$ cat src/design/battery_cell_scan_monitor_defines.svh
// ----------------------------------------------------------------------------
// battery cell scan monitor assertion macros
// shared check macros; they expect clk and arst_n in the enclosing scope
// ----------------------------------------------------------------------------
`ifndef BATTERY_CELL_SCAN_MONITOR_DEFINES_SVH
`define BATTERY_CELL_SCAN_MONITOR_DEFINES_SVH

// consequent must hold in the same cycle as the antecedent
`define BCSM_ASSERT_NOW(label, ante, cons, msg) \
	label: assert property (@(posedge clk) disable iff (!arst_n) (ante) |-> (cons)) \
		else $error(msg);

// consequent must hold in the cycle after the antecedent
`define BCSM_ASSERT_NEXT(label, ante, cons, msg) \
	label: assert property (@(posedge clk) disable iff (!arst_n) (ante) |=> (cons)) \
		else $error(msg);

`endif

$ cat src/design/bcsm_pkg.sv
// ----------------------------------------------------------------------------
// bcsm_pkg
// shared widths, register map, scan step codes and types of the cell monitor
// ----------------------------------------------------------------------------
`default_nettype none

package bcsm_pkg;

	// field widths
	localparam int MV_W     = 13;
	localparam int HALF_W   = 7;
	localparam int PCT_W    = 7;
	localparam int RELAY_W  = 4;
	localparam int CELL_W   = 2;
	localparam int LEVEL_W  = 2;
	localparam int STEP_W   = 3;
	localparam int NCELLS   = 4;

	// percentage divider: numerator is 100 times a millivolt difference
	localparam int NUM_W    = 20;
	localparam int DCNT_W   = 3;

	// configuration port
	localparam int ADDR_W   = 4;
	localparam int DATA_W   = 32;

	// register indexes
	localparam logic [1:0] REG_FULL     = 2'd0;
	localparam logic [1:0] REG_EMPTY    = 2'd1;
	localparam logic [1:0] REG_CRITICAL = 2'd2;
	localparam logic [1:0] REG_UNREAL   = 2'd3;

	// register reset values, millivolts
	localparam logic [MV_W-1:0] FULL_RST     = 13'd4210;
	localparam logic [MV_W-1:0] EMPTY_RST    = 13'd3700;
	localparam logic [MV_W-1:0] CRITICAL_RST = 13'd3650;
	localparam logic [MV_W-1:0] UNREAL_RST   = 13'd3000;
	localparam logic [MV_W-1:0] STORE_RST    = 13'd4210;

	// scan step codes
	localparam logic [STEP_W-1:0] STEP_SELECT = 3'd0;
	localparam logic [STEP_W-1:0] STEP_SETTLE = 3'd1;
	localparam logic [STEP_W-1:0] STEP_START  = 3'd3;
	localparam logic [STEP_W-1:0] STEP_WAIT   = 3'd4;
	localparam logic [STEP_W-1:0] STEP_READ   = 3'd5;

	// alarm levels
	localparam logic [LEVEL_W-1:0] ALARM_NONE   = 2'd0;
	localparam logic [LEVEL_W-1:0] ALARM_CRIT   = 2'd1;
	localparam logic [LEVEL_W-1:0] ALARM_UNREAL = 2'd2;

	localparam logic [PCT_W-1:0] PCT_FULL = 7'd100;
	localparam logic [PCT_W-1:0] PCT_NONE = 7'd0;

	// thresholds as seen by the datapath
	typedef struct packed {
		logic [MV_W-1:0] full_mv;
		logic [MV_W-1:0] empty_mv;
		logic [MV_W-1:0] critical_mv;
		logic [MV_W-1:0] unreal_mv;
	} cfg_t;

	// sequencer states
	typedef enum logic [1:0] {
		ST_IDLE,
		ST_DIV,
		ST_EMIT
	} state_t;

endpackage

`default_nettype wire

$ cat src/design/bcsm_tick_if.sv
// ----------------------------------------------------------------------------
// bcsm_tick_if
// tick channel: converter status and sample, one item per scan tick
// ----------------------------------------------------------------------------
`default_nettype none

interface bcsm_tick_if;
	logic                        valid;
	logic                        ready;
	logic                        adc_done;
	logic [bcsm_pkg::MV_W-1:0]   adc_mv;

	modport source (output valid, output adc_done, output adc_mv, input ready);
	modport sink   (input valid, input adc_done, input adc_mv, output ready);
endinterface

`default_nettype wire

$ cat src/design/bcsm_report_if.sv
// ----------------------------------------------------------------------------
// bcsm_report_if
// report channel: relay drive, reading and alarm status, one item per tick
// ----------------------------------------------------------------------------
`default_nettype none

interface bcsm_report_if;
	logic                          valid;
	logic                          ready;
	logic [bcsm_pkg::RELAY_W-1:0]  relay_select;
	logic                          adc_start;
	logic                          reading_valid;
	logic [bcsm_pkg::CELL_W-1:0]   cell_index;
	logic [bcsm_pkg::HALF_W-1:0]   mv_low_half;
	logic [bcsm_pkg::HALF_W-1:0]   mv_high_half;
	logic [bcsm_pkg::PCT_W-1:0]    charge_percent;
	logic [bcsm_pkg::LEVEL_W-1:0]  alarm_level;
	logic                          recovery_chirp;

	modport source (output valid, output relay_select, output adc_start,
		output reading_valid, output cell_index, output mv_low_half,
		output mv_high_half, output charge_percent, output alarm_level,
		output recovery_chirp, input ready);
	modport sink (input valid, input relay_select, input adc_start,
		input reading_valid, input cell_index, input mv_low_half,
		input mv_high_half, input charge_percent, input alarm_level,
		input recovery_chirp, output ready);
endinterface

`default_nettype wire

$ cat src/design/battery_cell_scan_monitor.sv
// ----------------------------------------------------------------------------
// battery_cell_scan_monitor
// four-cell scan sequencer with charge percentage and alarm reporting
// ----------------------------------------------------------------------------
// Usage:
// Each item on the tick channel is one scan tick carrying the converter's
// done flag and its millivolt sample. For every tick the block returns one
// item on the report channel: relay drive, converter start, reading and
// charge percentage on the read step, alarm level and recovery chirp.
// The user must write thresholds through the APB-style port only while the
// block idles; the block itself does not enforce this. A tick that is not a
// read step passes from the pending item register into the report register.
// A read step whose sample lies between the empty and full thresholds first
// runs the bit-serial divider for its seven quotient bits. A new tick is
// taken once the previous one has been placed in the output register.
// A full report register holds its item until the receiver takes it; the
// next tick may still be accepted in the meantime and waits in the
// sequencer. Reset returns the scan to cell 0 step 0, fills all stored cell
// voltages with 4210 mV, loads the default thresholds and arms the chirp.
// ----------------------------------------------------------------------------
`default_nettype none
`include "battery_cell_scan_monitor_defines.svh"

module battery_cell_scan_monitor (
	input  wire logic                          clk,
	input  wire logic                          arst_n,
	bcsm_tick_if.sink                          tick,
	bcsm_report_if.source                      report,
	input  wire logic                          psel,
	input  wire logic                          penable,
	input  wire logic                          pwrite,
	input  wire logic [bcsm_pkg::ADDR_W-1:0]   paddr,
	input  wire logic [bcsm_pkg::DATA_W-1:0]   pwdata,
	output logic      [bcsm_pkg::DATA_W-1:0]   prdata,
	output logic                               pready
);

	bcsm_pkg::cfg_t   cfg;
	bcsm_pkg::state_t state_q, state_d;

	// scan state
	logic [bcsm_pkg::STEP_W-1:0] scan_step_q;
	logic [bcsm_pkg::CELL_W-1:0] cell_q;
	logic [bcsm_pkg::MV_W-1:0]   store_q [bcsm_pkg::NCELLS];
	logic                        alarm_was_q;

	// pending item
	logic [bcsm_pkg::CELL_W-1:0] cell_s1;
	logic                        start_s1;
	logic                        rd_s1;
	logic [bcsm_pkg::MV_W-1:0]   mv_s1;
	logic [bcsm_pkg::PCT_W-1:0]  pct_s1;

	// report register
	logic                         out_valid_q;
	logic [bcsm_pkg::RELAY_W-1:0] relay_s2;
	logic                         start_s2;
	logic                         rd_s2;
	logic [bcsm_pkg::CELL_W-1:0]  cell_s2;
	logic [bcsm_pkg::HALF_W-1:0]  lo_s2;
	logic [bcsm_pkg::HALF_W-1:0]  hi_s2;
	logic [bcsm_pkg::PCT_W-1:0]   pct_s2;
	logic [bcsm_pkg::LEVEL_W-1:0] level_s2;
	logic                         chirp_s2;

	logic                         accept;
	logic                         emit;
	logic [bcsm_pkg::STEP_W-1:0]  nstep;
	logic                         wrap_c;
	logic                         start_c;
	logic                         rd_c;
	logic                         low_c;
	logic                         high_c;
	logic                         div_go;
	logic [bcsm_pkg::MV_W-1:0]    diff_c;
	logic [bcsm_pkg::NUM_W-1:0]   num_c;
	logic [bcsm_pkg::MV_W-1:0]    den_c;
	logic                         div_busy;
	logic                         div_done;
	logic [bcsm_pkg::PCT_W-1:0]   div_quot;
	logic                         crit_c;
	logic                         unreal_c;
	logic [bcsm_pkg::LEVEL_W-1:0] level_c;

	bcsm_cfg u_cfg (
		.clk     (clk),
		.arst_n  (arst_n),
		.psel    (psel),
		.penable (penable),
		.pwrite  (pwrite),
		.paddr   (paddr),
		.pwdata  (pwdata),
		.prdata  (prdata),
		.pready  (pready),
		.cfg     (cfg)
	);

	bcsm_div u_div (
		.clk    (clk),
		.arst_n (arst_n),
		.start  (div_go),
		.num    (num_c),
		.den    (den_c),
		.busy   (div_busy),
		.done   (div_done),
		.quot   (div_quot)
	);

	assign tick.ready = (state_q == bcsm_pkg::ST_IDLE);
	assign accept     = tick.valid & tick.ready;

	// next scan step and per-step actions
	always_comb begin
		nstep   = scan_step_q + 1'b1;
		start_c = 1'b0;
		rd_c    = 1'b0;
		unique case (scan_step_q)
			bcsm_pkg::STEP_START: start_c = 1'b1;
			bcsm_pkg::STEP_WAIT: begin
				if (!tick.adc_done) nstep = bcsm_pkg::STEP_WAIT;
			end
			bcsm_pkg::STEP_READ:  rd_c = 1'b1;
			default: ;
		endcase
		// stray codes above the read step behave like the select step
		if (scan_step_q > bcsm_pkg::STEP_READ) nstep = bcsm_pkg::STEP_SETTLE;
		wrap_c = (nstep > bcsm_pkg::STEP_READ);
		if (wrap_c) nstep = bcsm_pkg::STEP_SELECT;
	end

	// percentage operands: 100 * (mv - empty) by shift and add
	assign low_c  = (tick.adc_mv <= cfg.empty_mv);
	assign high_c = (tick.adc_mv >= cfg.full_mv);
	assign diff_c = tick.adc_mv - cfg.empty_mv;
	assign den_c  = cfg.full_mv - cfg.empty_mv;
	assign num_c  = (bcsm_pkg::NUM_W'(diff_c) << 6) + (bcsm_pkg::NUM_W'(diff_c) << 5)
		+ (bcsm_pkg::NUM_W'(diff_c) << 2);
	assign div_go = accept & rd_c & ~low_c & ~high_c;

	// alarm over the stored voltages
	always_comb begin
		crit_c   = 1'b0;
		unreal_c = 1'b0;
		for (int k = 0; k < bcsm_pkg::NCELLS; k++) begin
			if (store_q[k] <= cfg.critical_mv) crit_c = 1'b1;
			if (store_q[k] <= cfg.unreal_mv) unreal_c = 1'b1;
		end
		if (!crit_c)       level_c = bcsm_pkg::ALARM_NONE;
		else if (unreal_c) level_c = bcsm_pkg::ALARM_UNREAL;
		else               level_c = bcsm_pkg::ALARM_CRIT;
	end

	// sequencer next state
	always_comb begin
		state_d = state_q;
		emit    = 1'b0;
		unique case (state_q)
			bcsm_pkg::ST_IDLE: begin
				if (accept) state_d = div_go ? bcsm_pkg::ST_DIV : bcsm_pkg::ST_EMIT;
			end
			bcsm_pkg::ST_DIV: begin
				if (div_done) state_d = bcsm_pkg::ST_EMIT;
			end
			bcsm_pkg::ST_EMIT: begin
				if (!out_valid_q || report.ready) begin
					emit    = 1'b1;
					state_d = bcsm_pkg::ST_IDLE;
				end
			end
			default: state_d = bcsm_pkg::ST_IDLE;
		endcase
	end

	// control state
	always_ff @(posedge clk or negedge arst_n) begin
		if (!arst_n) begin
			state_q     <= bcsm_pkg::ST_IDLE;
			scan_step_q <= bcsm_pkg::STEP_SELECT;
			cell_q      <= '0;
			alarm_was_q <= 1'b1;
			out_valid_q <= 1'b0;
			for (int k = 0; k < bcsm_pkg::NCELLS; k++) begin
				store_q[k] <= bcsm_pkg::STORE_RST;
			end
		end else begin
			state_q <= state_d;
			if (accept) begin
				scan_step_q <= nstep;
				if (wrap_c) cell_q <= cell_q + 1'b1;
				if (rd_c) store_q[cell_q] <= tick.adc_mv;
			end
			// the alarm memory follows the critical flag of each report
			if (emit) alarm_was_q <= crit_c;
			if (emit) begin
				out_valid_q <= 1'b1;
			end else if (report.ready) begin
				out_valid_q <= 1'b0;
			end
		end
	end

	// pending item capture, the empty clamp wins over the full clamp
	always_ff @(posedge clk) begin
		if (accept) begin
			cell_s1  <= cell_q;
			start_s1 <= start_c;
			rd_s1    <= rd_c;
			mv_s1    <= rd_c ? tick.adc_mv : '0;
			pct_s1   <= (rd_c && high_c && !low_c) ? bcsm_pkg::PCT_FULL : bcsm_pkg::PCT_NONE;
		end else if (state_q == bcsm_pkg::ST_DIV && div_done) begin
			pct_s1 <= div_quot;
		end
	end

	// report register
	always_ff @(posedge clk) begin
		if (emit) begin
			relay_s2 <= bcsm_pkg::RELAY_W'(1) << cell_s1;
			start_s2 <= start_s1;
			rd_s2    <= rd_s1;
			cell_s2  <= cell_s1;
			lo_s2    <= mv_s1[bcsm_pkg::HALF_W-1:0];
			hi_s2    <= bcsm_pkg::HALF_W'(mv_s1 >> bcsm_pkg::HALF_W);
			pct_s2   <= pct_s1;
			level_s2 <= level_c;
			chirp_s2 <= ~crit_c & alarm_was_q;
		end
	end

	assign report.valid          = out_valid_q;
	assign report.relay_select   = relay_s2;
	assign report.adc_start      = start_s2;
	assign report.reading_valid  = rd_s2;
	assign report.cell_index     = cell_s2;
	assign report.mv_low_half    = lo_s2;
	assign report.mv_high_half   = hi_s2;
	assign report.charge_percent = pct_s2;
	assign report.alarm_level    = level_s2;
	assign report.recovery_chirp = chirp_s2;

	// checks
	`BCSM_ASSERT_NOW(a_div_running, state_q == bcsm_pkg::ST_DIV, div_busy || div_done, "waiting on an idle divider")
	`BCSM_ASSERT_NOW(a_chirp_no_alarm, report.valid && report.recovery_chirp, report.alarm_level == bcsm_pkg::ALARM_NONE, "chirp with alarm raised")
	`BCSM_ASSERT_NOW(a_pct_range, report.valid, report.charge_percent <= bcsm_pkg::PCT_FULL, "percentage above full")
	`BCSM_ASSERT_NEXT(a_div_to_emit, state_q == bcsm_pkg::ST_DIV && div_done, state_q == bcsm_pkg::ST_EMIT, "divider result not taken")

endmodule

`default_nettype wire

$ cat src/design/bcsm_cfg.sv
// ----------------------------------------------------------------------------
// bcsm_cfg
// threshold register bank behind a zero wait state APB-style port
// ----------------------------------------------------------------------------
`default_nettype none

module bcsm_cfg (
	input  wire logic                          clk,
	input  wire logic                          arst_n,
	input  wire logic                          psel,
	input  wire logic                          penable,
	input  wire logic                          pwrite,
	input  wire logic [bcsm_pkg::ADDR_W-1:0]   paddr,
	input  wire logic [bcsm_pkg::DATA_W-1:0]   pwdata,
	output logic      [bcsm_pkg::DATA_W-1:0]   prdata,
	output logic                               pready,
	output bcsm_pkg::cfg_t                     cfg
);

	bcsm_pkg::cfg_t      cfg_q;
	logic                wr_en;
	logic [1:0]          reg_idx;
	logic [bcsm_pkg::MV_W-1:0] rd_val;

	assign pready  = 1'b1;
	assign wr_en   = psel & penable & pwrite;
	assign reg_idx = paddr[3:2];
	assign cfg     = cfg_q;

	// register writes on the access phase
	always_ff @(posedge clk or negedge arst_n) begin
		if (!arst_n) begin
			cfg_q.full_mv     <= bcsm_pkg::FULL_RST;
			cfg_q.empty_mv    <= bcsm_pkg::EMPTY_RST;
			cfg_q.critical_mv <= bcsm_pkg::CRITICAL_RST;
			cfg_q.unreal_mv   <= bcsm_pkg::UNREAL_RST;
		end else if (wr_en) begin
			unique case (reg_idx)
				bcsm_pkg::REG_FULL:     cfg_q.full_mv     <= pwdata[bcsm_pkg::MV_W-1:0];
				bcsm_pkg::REG_EMPTY:    cfg_q.empty_mv    <= pwdata[bcsm_pkg::MV_W-1:0];
				bcsm_pkg::REG_CRITICAL: cfg_q.critical_mv <= pwdata[bcsm_pkg::MV_W-1:0];
				bcsm_pkg::REG_UNREAL:   cfg_q.unreal_mv   <= pwdata[bcsm_pkg::MV_W-1:0];
				default: ;
			endcase
		end
	end

	// read mux
	always_comb begin
		unique case (reg_idx)
			bcsm_pkg::REG_FULL:     rd_val = cfg_q.full_mv;
			bcsm_pkg::REG_EMPTY:    rd_val = cfg_q.empty_mv;
			bcsm_pkg::REG_CRITICAL: rd_val = cfg_q.critical_mv;
			bcsm_pkg::REG_UNREAL:   rd_val = cfg_q.unreal_mv;
			default:                rd_val = '0;
		endcase
	end

	assign prdata = bcsm_pkg::DATA_W'(rd_val);

endmodule

`default_nettype wire

$ cat src/design/bcsm_div.sv
// ----------------------------------------------------------------------------
// bcsm_div
// bit-serial restoring divider, one quotient bit per cycle, for the percentage
// ----------------------------------------------------------------------------
`default_nettype none

module bcsm_div (
	input  wire logic                          clk,
	input  wire logic                          arst_n,
	input  wire logic                          start,
	input  wire logic [bcsm_pkg::NUM_W-1:0]    num,
	input  wire logic [bcsm_pkg::MV_W-1:0]     den,
	output logic                               busy,
	output logic                               done,
	output logic      [bcsm_pkg::PCT_W-1:0]    quot
);

	logic [bcsm_pkg::NUM_W-1:0]  rem_q;
	logic [bcsm_pkg::NUM_W-1:0]  dsh_q;
	logic [bcsm_pkg::PCT_W-1:0]  quot_q;
	logic [bcsm_pkg::DCNT_W-1:0] cnt_q;
	logic                        busy_q;
	logic                        done_q;
	logic                        fits;

	// trial subtract of the shifted divisor
	assign fits = (rem_q >= dsh_q);

	// control
	always_ff @(posedge clk or negedge arst_n) begin
		if (!arst_n) begin
			busy_q <= 1'b0;
			done_q <= 1'b0;
			cnt_q  <= '0;
		end else begin
			done_q <= 1'b0;
			if (start) begin
				busy_q <= 1'b1;
				cnt_q  <= bcsm_pkg::DCNT_W'(bcsm_pkg::PCT_W - 1);
			end else if (busy_q) begin
				if (cnt_q == '0) begin
					busy_q <= 1'b0;
					done_q <= 1'b1;
				end else begin
					cnt_q <= cnt_q - 1'b1;
				end
			end
		end
	end

	// datapath: quotient shifts in msb first, divisor shifts right
	always_ff @(posedge clk) begin
		if (start) begin
			rem_q  <= num;
			dsh_q  <= bcsm_pkg::NUM_W'(den) << (bcsm_pkg::PCT_W - 1);
			quot_q <= '0;
		end else if (busy_q) begin
			if (fits) begin
				rem_q <= rem_q - dsh_q;
			end
			dsh_q  <= dsh_q >> 1;
			quot_q <= {quot_q[bcsm_pkg::PCT_W-2:0], fits};
		end
	end

	assign busy = busy_q;
	assign done = done_q;
	assign quot = quot_q;

endmodule

`default_nettype wire
$ cat src/flat_wrapper.sv
// flat-port wrapper written by rule: the top's interface ports become plain ports
module battery_cell_scan_monitor_flat 
  (clk, arst_n, psel, penable, pwrite, paddr, pwdata, prdata, pready, tick_valid, tick_adc_done, tick_adc_mv, tick_ready, report_valid, report_relay_select, report_adc_start, report_reading_valid, report_cell_index, report_mv_low_half, report_mv_high_half, report_charge_percent, report_alarm_level, report_recovery_chirp, report_ready);
  bcsm_tick_if tick_i ();
  bcsm_report_if report_i ();
  input  wire logic clk;
  input  wire logic arst_n;
  input  wire logic psel;
  input  wire logic penable;
  input  wire logic pwrite;
  input  wire logic [bcsm_pkg::ADDR_W-1:0] paddr;
  input  wire logic [bcsm_pkg::DATA_W-1:0] pwdata;
  output logic      [bcsm_pkg::DATA_W-1:0] prdata;
  output logic pready;
  input wire logic [$bits(tick_i.valid)-1:0] tick_valid;
  input wire logic [$bits(tick_i.adc_done)-1:0] tick_adc_done;
  input wire logic [$bits(tick_i.adc_mv)-1:0] tick_adc_mv;
  output wire logic [$bits(tick_i.ready)-1:0] tick_ready;
  output wire logic [$bits(report_i.valid)-1:0] report_valid;
  output wire logic [$bits(report_i.relay_select)-1:0] report_relay_select;
  output wire logic [$bits(report_i.adc_start)-1:0] report_adc_start;
  output wire logic [$bits(report_i.reading_valid)-1:0] report_reading_valid;
  output wire logic [$bits(report_i.cell_index)-1:0] report_cell_index;
  output wire logic [$bits(report_i.mv_low_half)-1:0] report_mv_low_half;
  output wire logic [$bits(report_i.mv_high_half)-1:0] report_mv_high_half;
  output wire logic [$bits(report_i.charge_percent)-1:0] report_charge_percent;
  output wire logic [$bits(report_i.alarm_level)-1:0] report_alarm_level;
  output wire logic [$bits(report_i.recovery_chirp)-1:0] report_recovery_chirp;
  input wire logic [$bits(report_i.ready)-1:0] report_ready;
  assign tick_i.valid = tick_valid;
  assign tick_i.adc_done = tick_adc_done;
  assign tick_i.adc_mv = tick_adc_mv;
  assign tick_ready = tick_i.ready;
  assign report_valid = report_i.valid;
  assign report_relay_select = report_i.relay_select;
  assign report_adc_start = report_i.adc_start;
  assign report_reading_valid = report_i.reading_valid;
  assign report_cell_index = report_i.cell_index;
  assign report_mv_low_half = report_i.mv_low_half;
  assign report_mv_high_half = report_i.mv_high_half;
  assign report_charge_percent = report_i.charge_percent;
  assign report_alarm_level = report_i.alarm_level;
  assign report_recovery_chirp = report_i.recovery_chirp;
  assign report_i.ready = report_ready;
  battery_cell_scan_monitor u_core (.clk(clk), .arst_n(arst_n), .tick(tick_i), .report(report_i), .psel(psel), .penable(penable), .pwrite(pwrite), .paddr(paddr), .pwdata(pwdata), .prdata(prdata), .pready(pready));
endmodule
$ cat config.mk
export PLATFORM = sky130hd
export DESIGN_NAME = battery_cell_scan_monitor_flat
export DESIGN_NICKNAME = d
export VERILOG_FILES = /design/src/design/bcsm_pkg.sv /design/src/design/bcsm_tick_if.sv /design/src/design/bcsm_report_if.sv /design/src/design/battery_cell_scan_monitor.sv /design/src/design/bcsm_cfg.sv /design/src/design/bcsm_div.sv /design/src/flat_wrapper.sv
export VERILOG_INCLUDE_DIRS = /design/src /design/src/design
export SDC_FILE = /design/constraint.sdc
export NUM_CORES = 1
export LEC_CHECK = 0
export ABC_AREA = 1
export BUFFER_PORTS_ARGS = -buffer_cell sky130_fd_sc_hd__buf_2
export CAP_MARGIN = 20
export CORE_ASPECT_RATIO = 1.2
export CORE_UTILIZATION = 63
export CTS_BUF_LIST = sky130_fd_sc_hd__clkbuf_4
export DETAILED_ROUTE_END_ITERATION = 7
export GPL_ROUTABILITY_DRIVEN = 0
export PLACE_DENSITY_LB_ADDON = 0.25
export SETUP_SLACK_MARGIN = 0.15
export SKIP_CTS_REPAIR_TIMING = 1
export SLEW_MARGIN = 20
export SYNTH_ARGS = -nofsm -noshare
export SYNTH_HDL_FRONTEND = slang
export SYNTH_SLANG_ARGS = --single-unit
$ cat constraint.sdc
create_clock -name clk -period 4.21 [get_ports clk]
set_clock_uncertainty 0.15 [all_clocks]
set_input_delay 0.2105 -clock clk [delete_from_list [all_inputs] [get_ports clk]]
set_output_delay 0.2105 -clock clk [all_outputs]
set_load 0.01 [all_outputs]
==> metrics.csv <==
metric,value,unit
antenna violations before repair,1,
gr busiest metal,met2,
critical path launch point type,register,
Critical Path Start,u_core.u_cfg.cfg[31],
die area,24930,sq um
pins over their slew limit,0,
R2R depth,17,
first-pass GRT wire length,63380,microns
"Seq/Total Area, Yosys",38.61,%
"count leader, synth",nand2_1,
measured slew at the worst slew-check pin,0.9234,ns
syn_area_per_cell,7.909,sq um
period utilization,92.41,%
"Clk pin slew, worst setup/hold paths",0.07,ns
share of power burned in registers,30.3,%
GRT Util Overall,32.44,%
Fin Setup TNS,0,ns
global route overflow,0,
cell taking the most area after synthesis,edfxtp_1,
fillers,1943,
final hold vios,0,
Antenna Nets Post-Route,0,
worst r2r src,u_core.u_cfg.cfg[31],
clock power share,15.9,%
post-DR wirelength/cell,16.14,microns
sw frac,45.01,%
sw power,5.216,mW
Area Growth Syn to Fin,12.19,%
CTS Sinks,219,
number of CTS-inserted buffers,53,
Final Instance Count excl. Fillers,2450,
H-tree lvl count,2,
Mapped Cells,1936,
DP Area,15970,sq um
min setup slack post-route,0.3195,ns
"Primary FF master, synth",edfxtp_1,
top-area cell type share of the netlist area,17.26,%
Initial Utilization,64.09,%
Max-Cap Viols,0,
P_int,6.372,mW
share of post-route cells with drive strength above 1,13.06,%
"Warnings, synthesis",0,
CP required,4.49,ns
area occupied by multi-input gates,8252,sq um
vias in the first global route,13160,
Worst path max stage delay,0.54,ns
clock latency on the worst-skew pair,0.71,ns
placed insts,2314,
Fmax,257.0,MHz
R2R setup slack,0.32,ns
largest net degree at the start of global routing,69,
CP endpoint kind,register,
"top cells by area, synth","edfxtp_1, ha_1, nand2_1, dfrtp_1, dfstp_2",
Worst VDD drop,0.0003997,V
Max Root-Sink Buffers,3,
Final Cell Area,17180,sq um
cell leakage power,8.725,nW
met3 usage,4.652,%
Synth async-reset ratio,53.88,%
register bit total from synthesis,219,
pwr/cell area,674.6,nW/um^2
pre-CTS setup slack,0.1342,ns
DR DRC count,0,
CORE AREA,23890,sq um
worst hold slack,0.02076,ns
met2 Usage GRT,55.45,%
Worst Hold Class,primary input to asynchronous set/reset pin,
clk root buf,clkbuf_4,
CTS tree,built,
Tmin final,3.891,ns
Synth top cells by count,"nand2_1, inv_1, ha_1, nor2_1, o21ai_0",
outcome,"complete, no violations",
Via density,5.535,
slowest CP cell,dfstp_2,
Row Count,62,
Register Area,5913,sq um
RSZ-0062 raised after global routing,yes,
Worst Path Arrival,4.17,ns
via count,13560,
setup violators final,0,
crit path cell chain,inv_1 > ha_2 > a21oi_2 > nor2_1 > nor2_1 > nand2_2 > a31oi_1 > xor2_1 > fa_1 > inv_1 > ha_4 > a21o_1 > a31oi_1 > nand3_1 > or2_2 > nand3_1 > nand2_1,
CP max FO,5,
Post-Synthesis Cell Area,15310,sq um
Die Wd,144.3,microns
M1 GR Usage,38.45,%
Die Ht,172.8,microns
number of synthesized flops with an enable pin,88,
Post-Route WL,39550,microns
kind of critical path,register to register,
initial drt markers,1077,
synth unique cells,48,
I/O Buffers,81,
Ports,124,
detailed placer's ending HPWL,29650,microns
DR pass1 iterations,6,
max_slew headroom,38.44,%
combinational power share,53.9,%
nets@finish,2342,
-- critical path, delay by kind of cell (launching register included) --
kind / cells / cell delay, ns
simple gates: 7 / 0.81
flops: 1 / 0.54
fa+ha+maj: 3 / 1.00
compound gates: 4 / 0.70
buf+inv: 2 / 0.18
xor+xnor: 1 / 0.28
-- layer usage --
layer,routed length [microns],part of all wire [%]
met5,0,0
met4,2476,6.3
met3,2272,5.7
met2,19480,49
met1,15320,39
-- state kept, by name, summed over array words and instances (netlist names), 3 cells and up --
register and cells:
u_core.scan_step_q 3, u_core.mv_s1 13, u_core.report.relay_select 4, u_core.u_div.dsh_q 19, u_core.report.mv_low_half 7, u_core.pct_s1 7
u_core.u_cfg.cfg 52, u_core.u_div.quot 7, u_core.u_div.cnt_q 3, u_core.report.mv_high_half 6, u_core.u_div.rem_q 20, u_core.store_q 52
u_core.report.charge_percent 7
-- logic make-up after synthesis --
| family | after synthesis | synth area share (%) |
|---|---|---|
| and+or+nand+nor | 846 | 22.65 |
| DFF | 219 | 38.61 |
| xor gates and xnor gates | 35 | 2.002 |
| other | 2 | 0.04905 |
| AOI/OAI and AO/OA | 301 | 10.79 |
| buffers and inverters | 332 | 8.939 |
| adders and majority gates | 201 | 16.96 |
-- power by group through the flow --
stage                     sequential, mW  combinational (mW)  clock [mW]
final                               3.51                6.24        1.84
after global routing                3.57                7.11        1.98
after CTS                           3.50                5.98        1.87
after detailed placement            3.52                5.92           0
after global placement              3.50                5.66           0
after floorplan                     3.43                4.43           0
-- cell usage in the layout, fill, tap and decap left out, types with 16 or more instances in the layout --
cell type / n
o21ai_0: 138
clkbuf_4: 81
inv_1: 271
nand3_1: 84
edfxtp_1: 88
a21oi_1: 91
nor2_1: 148
o21ai_1: 16
nand4_1: 22
conb_1: 21
dfrtp_1: 72
dlygate4sd3_1: 31
buf_2: 80
nand2_1: 538
xor2_1: 24
dfstp_2: 45
buf_4: 19
ha_1: 183
-- area by class of cell --
type	count	area share, %
clock buffers	81	3.540
repair buffers	130	4.967
multi-input cells	1404	48.03
inverters	276	6.031
clock inverters	19	0.6628
well taps	320	2.331
flip-flops and latches	219	34.42
diodes	1	0.01457
-- path summary, 6_finish.rpt --
check | end
max | u_core.u_div.rem_q[15]
min | u_core.scan_step_q[2]
max reg2reg | u_core.u_div.rem_q[15]
min reg2reg | u_core.report.charge_percent[3]
max in group asynchronous | u_core.u_cfg.cfg[43]
min in group clk | u_core.report.valid
-- metrics by stage --
step	total power [mW]	util, %
3_3_place_gp	9.156	66.83
2_1_floorplan	7.853	-
6_report	11.59	71.90
4_1_cts	11.34	69.85
3_5_place_dp	9.444	66.83
5_1_grt	12.65	71.90
(Power assumes the default switching activity.)
